`src/lac_pkg.sv`:
```
`default_nettype none

package lac_pkg;

	localparam int MAX_FRAME_WIDTH  = 256;
	localparam int MAX_FRAME_HEIGHT = 256;
	localparam int MAX_SURFACE_SIZE = 1024;

	localparam int STORE_DEPTH = MAX_FRAME_WIDTH * MAX_FRAME_HEIGHT;
	localparam int ADDR_W = (STORE_DEPTH > 1) ? $clog2(STORE_DEPTH) : 1;
	localparam int X_W = (MAX_FRAME_WIDTH > 1) ? $clog2(MAX_FRAME_WIDTH) : 1;
	localparam int Y_W = (MAX_FRAME_HEIGHT > 1) ? $clog2(MAX_FRAME_HEIGHT) : 1;
	localparam int FW_W = $clog2(MAX_FRAME_WIDTH + 1);
	localparam int FH_W = $clog2(MAX_FRAME_HEIGHT + 1);

	localparam int CFG_DIM_W   = 9;
	localparam int CFG_INDEX_W = 2;
	localparam int CFG_DATA_W  = 24;
	localparam int COLOR_W     = 24;
	localparam int SURF_W      = 11;
	localparam int POS_W       = 10;

	localparam logic [7:0] ALPHA_FULL = 8'hFF;

	localparam logic [CFG_INDEX_W-1:0] CFG_FRAME_WIDTH  = 2'd0;
	localparam logic [CFG_INDEX_W-1:0] CFG_FRAME_HEIGHT = 2'd1;
	localparam logic [CFG_INDEX_W-1:0] CFG_BACKGROUND   = 2'd2;

	typedef enum logic [1:0] {
		MODE_CLEAR = 2'd0,
		MODE_BLEND = 2'd1,
		MODE_READ  = 2'd2
	} mode_t;

	typedef enum logic [2:0] {
		S_IDLE,
		S_EVAL,
		S_LOOKUP,
		S_READ,
		S_MUL,
		S_CLEAR,
		S_FINISH
	} state_t;

	typedef struct packed {
		logic [1:0]        mode;
		logic signed [15:0] layer_left;
		logic signed [15:0] layer_top;
		logic [POS_W-1:0]  pos_x;
		logic [POS_W-1:0]  pos_y;
		logic [SURF_W-1:0] surface_width;
		logic [SURF_W-1:0] surface_height;
		logic signed [15:0] clip_width;
		logic signed [15:0] clip_height;
		logic [31:0]       pixel_rgba;
		logic              opaque;
		logic              layer_visible;
	} req_t;

	typedef struct packed {
		logic [COLOR_W-1:0] read_color;
		logic               pixel_drawn;
	} rsp_t;

	typedef struct packed {
		logic load;
		logic clr_step;
		logic finish;
	} cmd_t;

	typedef struct packed {
		logic [1:0] mode;
		logic       clr_last;
		logic       out_free;
	} stat_t;

endpackage

`default_nettype wire

```
`src/lac_ctrl.sv`:
```
`default_nettype none

module lac_ctrl (
	input  wire logic           clk,
	input  wire logic           arst_n,
	input  wire logic           req_valid,
	output logic                req_ready,
	input  wire lac_pkg::stat_t stat,
	output lac_pkg::cmd_t       cmd
);
	import lac_pkg::*;

	state_t state_q;
	state_t state_d;

	always_ff @(posedge clk or negedge arst_n) begin
		if (!arst_n) begin
			state_q <= S_IDLE;
		end else begin
			state_q <= state_d;
		end
	end

	always_comb begin
		state_d = state_q;
		req_ready = 1'b0;
		cmd = '0;
		case (state_q)
			S_IDLE: begin
				req_ready = 1'b1;
				if (req_valid) begin
					cmd.load = 1'b1;
					state_d = S_EVAL;
				end
			end
			S_EVAL: begin
				if (stat.mode == MODE_CLEAR) begin
					state_d = S_CLEAR;
				end else begin
					state_d = S_LOOKUP;
				end
			end
			S_LOOKUP: state_d = S_READ;
			S_READ: state_d = S_MUL;
			S_MUL: state_d = S_FINISH;
			S_CLEAR: begin
				cmd.clr_step = 1'b1;
				if (stat.clr_last) begin
					state_d = S_FINISH;
				end
			end
			S_FINISH: begin
				// hold until the output register can take the word
				if (stat.out_free) begin
					cmd.finish = 1'b1;
					state_d = S_IDLE;
				end
			end
			default: state_d = S_IDLE;
		endcase
	end

endmodule

`default_nettype wire

```
`config.mk`:
```
export PLATFORM = sky130hd
export DESIGN_NAME = lac_ctrl
export DESIGN_NICKNAME = d
export VERILOG_FILES = /design/src/lac_pkg.sv /design/src/lac_ctrl.sv
export SDC_FILE = /design/constraint.sdc
export NUM_CORES = 1
export LEC_CHECK = 0
export BUFFER_PORTS_ARGS = -buffer_cell sky130_fd_sc_hd__buf_4
export CAP_MARGIN = 20
export CORE_AREA = 3 3 40 42
export DETAILED_ROUTE_END_ITERATION = 8
export DIE_AREA = 0 0 43 45
export GPL_TIMING_DRIVEN = 1
export PLACE_DENSITY = 0.42
export SYNTH_ARGS = -nofsm -noshare
export SYNTH_HDL_FRONTEND = slang
export SYNTH_SLANG_ARGS = --single-unit
export TNS_END_PERCENT = 30
```
`constraint.sdc`:
```
create_clock -name clk -period 2.94 [get_ports clk]
set_input_delay 0.294 -clock clk [delete_from_list [all_inputs] [get_ports clk]]
set_output_delay 0.294 -clock clk [all_outputs]
set_load 0.02 [all_outputs]
```
==> flow_metrics.tcl, run 1 <==
set metrics [dict create \
    status "completed" \
    antenna_found_initial 0 \
    drive_above_1_share_pct 43.6 \
    postCtsSetupBuffers 0 \
    h-tree-depth 1 \
    p_comb_share_pct 41.8 \
    gp_congestion 0.742 \
    seq_area_frac_synth_pct 34.1 \
    dieArea_um2 1940 \
    hold_viol 0 \
    hold_end "state_q[0]" \
    synth.distinct_cells 14 \
    p_sw_uw 136 \
    die_h_um 45 \
    tightest_slew_ns 0.311 \
    dp_slack_ns 1.67 \
    min_from "req_valid" \
    cap_violations 0 \
    crit_required_ns 2.65 \
    setup_viol 0 \
    p_leak_nw 0.148 \
    final_area_um2 334 \
    max_slew_margin_pct 79.3 \
    synth_ff_type "dfrtp_1" \
    ys_async_sr_fraction_pct 100 \
    syn_area_um2 220 \
    rrSetupSlack_ns 1.89 \
    yosysMostFrequentCell "o21ai_0" \
    stdcell_count 54 \
    p_int_uw 181 \
    cp.arrival_ns 1.21 \
    numCtsBuffers 3 \
    cp-end-kind "primary output" \
    syn_nets 33 \
    clock-root-buffer "clkbuf_4" \
    dr.first_iter.drc_count 3 \
    drt_drc_violations_left 0 \
    largest_reg_flops 3 \
    clkLatencyLatePin_ns 0.23 \
    rsz0062_at_grt "false" \
    hold_path_class "in -> reg" \
    min_period_ns 1.50 \
    num_antenna_cells 0 \
    grt_start_max_net_pins 11 \
    final_max_slew_viol_count 0 \
    antenna_left 0 \
    top_register "state_q" \
    portBuffers 10 \
    clock-sinks 3 \
    ys_ff_latch 3 \
    start_util_pct 17.1 \
    min_path_cells 3 \
    ios 11 \
    rows 13 \
    synth_edf_count 0 \
    dr.pass1.iters 4 \
    wl_um 494 \
    rr_startpoint "state_q[0]" \
    grt_pass1_vias 222 \
    max_freq_ghz 0.665 \
    core_um2 1280 \
    fp.dieW_um 43 \
    power_frac_seq_pct 35.8 \
    switching_share_pct 42.9 \
    worstSetupStartpointType "flip-flop" \
    nets 47 \
    yosysTopAreaCell "dfrtp_1" \
    critPathKind "reg -> out" \
    post_dp_cell_area_um2 298 \
    fin_worst_skew_ns 0.000418 \
    final_util_pct 26.0 \
    p_per_area_nw_per_um2 949 \
    area_growth_pct 51.7 \
    clk_pin_slew_ns 0.04 \
    totalPowerFinal_uw 317 \
    yosysTopAreaCellShare_pct 34.1 \
    period_share_pct 51.2 \
    grt_use_total_pct 6.01 \
    drt-wirelength-per-cell_um 9.15 \
    holdWs_ns 0.321 \
    crit_fanout 10 \
    tns_ns 0 \
    grt_pass1_wl_um 841 \
    synthCells 26 \
    p_clk_share_pct 22.4 \
    reg2regPathDepth 3 \
    dp.cells 49 \
    yosys-top-cells-count "5 x o21ai_0, 3 x dfrtp_1, 3 x nor2_1" \
    irDropWorstVdd_mv 0.185 \
    reg2reg_to "state_q[1]" \
    largestRegisters "state_q (3)" \
    num_vias 224 \
    yosys-top-cells-area "dfrtp_1 34%, o21ai_0 11%, nor3_2 9.1%, nor3b_1 6.8%, o31ai_2 5.7%" \
    worst_slack_ns 1.44 \
    gr-total-overflow 0 \
    synth_area_per_cell_um2 8.47 \
    cts_tree "done" \
    ys_warn_count 0 \
    clk_path_buf_depth 2 \
    viasPerCell 4.15 \
]
==> power groups by stage <==
stage / logic, mW / clock network, mW / registers (mW)
global route: 0.147 / 0.0797 / 0.121
CTS: 0.135 / 0.0744 / 0.113
floorplan: 0.135 / 0 / 0.0777
finish: 0.133 / 0.0711 / 0.113
global placement: 0.133 / 0 / 0.113
detailed placement: 0.134 / 0 / 0.113
==> cell families (layout without fill, tap and decap cells) <==
logic type	after synthesis	in the layout	share of synthesized area [%]
AO/OA/AOI/OAI	9	9	27.8
AND/OR/NAND/NOR	10	10	27.3
flip-flops	3	3	34.1
buffers and inverters	4	17	10.8
==> cell usage in the layout (no fill, tap or decap), drive strengths merged <==
| cell | Yosys | final |
|---|---|---|
| and2 | 1 | 1 |
| a222oi | 1 | 1 |
| clkbuf | 0 | 4 |
| a21oi | 1 | 1 |
| nor2 | 3 | 3 |
| o31ai | 1 | 1 |
| dfrtp | 3 | 3 |
| nor3 | 2 | 2 |
| buf | 2 | 10 |
| dlygate4sd3 | 0 | 1 |
| inv | 2 | 2 |
| nor3b | 2 | 2 |
| nand2 | 2 | 2 |
| o21ai | 6 | 6 |
==> layer usage <==
metal | vias up | track usage, % | share of wire (%)
li1 | 117 | - | -
met3 | 0 | 1.99 | 7.1
met4 | 0 | 7.23 | 0
met1 | 101 | 6.07 | 43
met2 | 6 | 8.98 | 49
met5 | - | 0 | 0
==> critical path, cell delays in order (launching register included) <==
cell and delay, ns:
dfrtp_1 0.48, nor3_2 0.23, and2_1 0.14, buf_4 0.13
==> cell type report <==
cell class	count	area (um2)
Clock buffer	4	26.3
Fill cell	147	951
Inverter	2	7.51
Multi-Input combinational cell	19	121
Sequential cell	3	75.1
Tap cell	15	18.8
Timing Repair Buffer	11	85.1
==> what timing repair did <==
| action | CTS | global route |
|---|---|---|
| endpoints found under the hold margin | 3 | 0 |
| setup endpoints to repair | 0 | 0 |
| resized for setup | 0 | 0 |
| hold buffers | 1 | 0 |
==> worst max-delay path by stage <==
| stage | start | end | slack, ns | cells past startpoint |
|---|---|---|---|---|
| 6_report | state_q[2] | cmd[2] | 1.44 | 3 |
| 5_1_grt | state_q[2] | cmd[2] | 1.31 | 3 |
| 4_1_cts | state_q[2] | cmd[2] | 1.42 | 3 |
| 3_5_place_dp | state_q[2] | cmd[2] | 1.67 | 3 |
| 3_3_place_gp | state_q[2] | cmd[2] | 1.68 | 3 |
| 2_1_floorplan | state_q[2] | cmd[2] | 1.50 | 3 |
Note: power is estimated with default switching activity, not from simulation.
==> run 2, diff against run 1 <==
- clock period: 2.94 -> 1.5 ns (I/O delays scaled with it)
==> flow_metrics.tcl, run 2 (synthesized netlist as in run 1, its figures left out) <==
set metrics [dict create \
    tns_ns 0 \
    cap_violations 0 \
    min_period_ns 1.37 \
    final_max_slew_viol_count 0 \
    fin_worst_skew_ns 0.00476 \
    period_share_pct 91.5 \
    hold_viol 0 \
    irDropWorstVdd_mv 0.340 \
    gr-total-overflow 0 \
    tightest_slew_ns 0.303 \
    nets 47 \
    p_leak_nw 0.148 \
    antenna_found_initial 0 \
    rrSetupSlack_ns 0.45 \
    cp.arrival_ns 1.22 \
    wl_um 510 \
    drt-wirelength-per-cell_um 9.44 \
    grt_start_max_net_pins 11 \
    status "completed" \
    clock-sinks 3 \
    max_slew_margin_pct 79.8 \
    portBuffers 10 \
    gp_congestion 0.739 \
    rsz0062_at_grt "false" \
    drive_above_1_share_pct 43.6 \
    grt_pass1_wl_um 931 \
    multi_input_area_um2 121 \
    numCtsBuffers 3 \
    die_h_um 45 \
    top_register "state_q" \
    clk_path_buf_depth 2 \
    num_vias 234 \
    grt_use_total_pct 7.02 \
    cts_tree "done" \
    largest_reg_flops 3 \
    start_util_pct 17.1 \
    clock-root-buffer "clkbuf_4" \
    ios 11 \
    ctsResizeCount 0 \
    largestRegisters "state_q (3)" \
    dr.first_iter.drc_count 6 \
    drt_drc_violations_left 0 \
    h-tree-depth 1 \
    fp.dieW_um 43 \
    final_common_cell "buf_4" \
    mostFrequentLayoutCells "10 x buf_4, 5 x o21ai_0, 3 x nor2_1, 3 x clkbuf_4, 3 x dfrtp_1" \
    cp-end-kind "primary output" \
    hpwl_um 397 \
    antenna_left 0 \
    clkLatencyLatePin_ns 0.24 \
    dieArea_um2 1940 \
    dr.pass1.iters 4 \
    register_area_um2 75.1 \
    totalPowerFinal_uw 625 \
    hold_path_class "in -> reg" \
    critPathKind "reg -> out" \
    crit_fanout 10 \
    rows 13 \
    p_per_area_nw_per_um2 1870 \
    area_growth_pct 51.7 \
    setup_viol 0 \
    clk_pin_slew_ns 0.04 \
    num_antenna_cells 0 \
    worstSetupStartpointType "flip-flop" \
    grt_pass1_vias 229 \
    crit_required_ns 1.35 \
    core_um2 1280 \
    viasPerCell 4.33 \
    max_freq_ghz 0.728 \
    n_fill_cell 156 \
]
[run 2: where the power goes]
group	switching (mW)	leakage [nW]	total, mW	internal (mW)
clock network	0.0467	0.0150	0.147	0.100
registers	0.0965	0.0363	0.219	0.122
logic	0.126	0.0970	0.259	0.133
[run 2: layout make-up]
cell class / count / area share, %
well taps: 15 / 5.62
inverters: 2 / 2.25
flip-flops and latches: 3 / 22.5
multi-input cells: 19 / 36.3
repair buffers: 11 / 25.5
clock buffers: 4 / 7.87
[run 2: path summary, 6_finish.rpt]
check                                 from    endpoint  cells past startpoint
min in group asynchronous           arst_n  state_q[0]                      2
worst max register to register  state_q[2]  state_q[0]                      3
worst min register to register  state_q[1]  state_q[0]                      1
worst min-delay path             req_valid  state_q[0]                      3
max in group asynchronous           arst_n  state_q[1]                      2
worst max-delay path            state_q[2]      cmd[2]                      3
[run 2: what timing repair did]
action                                 in CTS  in global routing
hold buffers                                1                  0
buffers inserted                            0                  0
endpoints found under the hold margin       3                  0
[run 2: metal layers]
metal	vias to the layer above	track usage [%]	share of wire (%)
met2	9	9.58	49
met1	107	8.03	38
met5	-	0	0
met3	2	1.59	8.0
met4	0	9.04	4.5
li1	116	-	-
[run 2: worst max-delay path: stages (launching register included)]
cell	delay [ns]
dfrtp_1	0.47
nor3_2	0.23
and2_1	0.15
buf_4	0.13
[run 2: per-stage QoR]
step	cells	setup slack (ns)	util, %	hold slack [ns]	cell area (um2)
final	54	0.127	26.0	0.169	334
after global routing	54	0.0377	26.0	0.205	334
after CTS	54	0.102	26.0	0.166	334
after detailed placement	49	0.365	23.2	-0.0596	298
after global placement	49	0.390	23.2	-0.0594	298
after floorplan	26	0.206	-	-0.146	220
==> run 3, diff against run 2 <==
- PLACE_DENSITY: 0.42 -> default
- PLACE_DENSITY_LB_ADDON: default -> 0.3
- SLEW_MARGIN: default -> 20
==> flow_metrics.tcl, run 3 (synthesized netlist as in run 1, its figures left out) <==
set metrics [dict create \
    status "completed" \
    rows 13 \
    setup_viol 0 \
    crit_fanout 8 \
    fp.dieW_um 43 \
    fin_worst_skew_ns 0.000336 \
    ios 11 \
    cap_violations 0 \
    max_freq_ghz 0.714 \
    clk_path_buf_depth 2 \
    critPathKind "reg -> out" \
    num_antenna_cells 0 \
    grt_use_total_pct 6.42 \
    nets 47 \
    area_growth_pct 51.7 \
    worst-path-buf-inv 2 \
    cp-end-kind "primary output" \
    worstSetupStartpointType "flip-flop" \
    gr-total-overflow 0 \
    postCtsSetupBuffers 0 \
    final_max_slew_viol_count 0 \
    rsz0062_at_grt "false" \
    grt_start_max_net_pins 11 \
    irDropWorstVdd_mv 0.580 \
    grt_pass1_wl_um 841 \
    hpwl_um 410 \
    hold_path_class "in -> reg" \
    crit_required_ns 1.35 \
    drt_drc_violations_left 0 \
    hold_viol 0 \
    clock-sinks 3 \
    clk_pin_slew_ns 0.03 \
    crit_chain "inv_1 -> nor3b_1 -> buf_4" \
    drive_above_1_share_pct 43.6 \
    drt-wirelength-per-cell_um 10.2 \
    die_h_um 45 \
    cts_tree "done" \
    viasPerCell 4.35 \
    min_period_ns 1.40 \
    tns_ns 0 \
    antenna_found_initial 0 \
    largestRegisters "state_q (3)" \
    tightest_slew_ns 0.324 \
    clock-root-buffer "clkbuf_4" \
    grt_pass1_vias 201 \
    period_share_pct 93.3 \
    num_vias 235 \
    top_register "state_q" \
    wl_um 549 \
    p_per_area_nw_per_um2 1880 \
    start_util_pct 17.1 \
    dr.pass1.iters 4 \
    antenna_left 0 \
    final_common_cell "buf_4" \
    h-tree-depth 1 \
    largest_reg_flops 3 \
    p_leak_nw 0.148 \
    clkLatencyLatePin_ns 0.23 \
    cpLargestDelayFamily "flip-flops" \
    totalPowerFinal_uw 629 \
    core_um2 1280 \
    numCtsBuffers 3 \
    max_stage_delay_ns 0.50 \
    mostFrequentLayoutCells "10 x buf_4, 5 x o21ai_0, 3 x nor2_1, 3 x clkbuf_4, 3 x dfrtp_1" \
    portBuffers 10 \
    dieArea_um2 1940 \
    cp.arrival_ns 1.25 \
    dr.first_iter.drc_count 14 \
    gp_congestion 0.762 \
    max_slew_margin_pct 78.4 \
    crit_slowest_cell "dfrtp_1" \
]
==> run 3: cell counts in the layout (fill, tap and decap cells not counted) <==
Identical to the previous run, type by type.
==> run 3: per-layer routing <==
layer  global-route usage (%)  vias up  share of wire, %
met5                        0        -                 0
met4                     7.23        0                 0
met3                     2.39        0                15
met2                     6.59       19                34
met1                     8.94       99                51
li1                         -      117                 -
==> run 3: timing repair <==
item,4_1_cts,5_1_grt
hold buffers,1,0
gates resized for setup,0,0
hold endpoints to repair,3,0
setup endpoints to repair,0,0
==> run 3: metrics by stage <==
step / instances / util [%] / instance area, um2 / setup slack [ns] / hold slack (ns)
floorplan: 26 / - / 220 / 0.206 / -0.146
global placement: 49 / 23.2 / 298 / 0.371 / -0.0607
detailed placement: 49 / 23.2 / 298 / 0.376 / -0.0593
CTS: 54 / 26.0 / 334 / 0.107 / 0.185
global route: 54 / 26.0 / 334 / 0.0123 / 0.217
finish: 54 / 26.0 / 334 / 0.0999 / 0.193
==> run 3: where the power goes <==
part | total [mW] | internal (mW) | switching [mW]
Combinational | 0.263 | 0.133 | 0.129
Sequential | 0.227 | 0.122 | 0.105
Clock | 0.139 | 0.0996 | 0.0397
Total | 0.629 | 0.355 | 0.274
==> run 3: worst paths after layout <==
path / startpoint / to / slack (ns) / cells past startpoint
hold / removal: req_valid / state_q[0] / 0.19 / 3
hold reg to reg: state_q[1] / state_q[0] / 0.66 / 1
setup / recovery: state_q[0] / cmd[1] / 0.1 / 3
min in group asynchronous: arst_n / state_q[0] / 0.25 / 2
setup reg to reg: state_q[0] / state_q[1] / 0.41 / 3
max in group asynchronous: arst_n / state_q[1] / 1.16 / 2
==> run 3: layout make-up <==
cell class | instances | area, um2
multi-input cells | 19 | 121
inverters | 2 | 7.51
repair buffers | 11 | 85.1
fillers | 140 | 951
clock buffers | 4 | 26.3
well taps | 15 | 18.8
flip-flops and latches | 3 | 75.1
==> run 3: tightest hold or removal path, delay by kind of cell <==
kind / cells / cell delay (ns)
buf+inv: 1 / 0.08
compound gates: 2 / 0.16
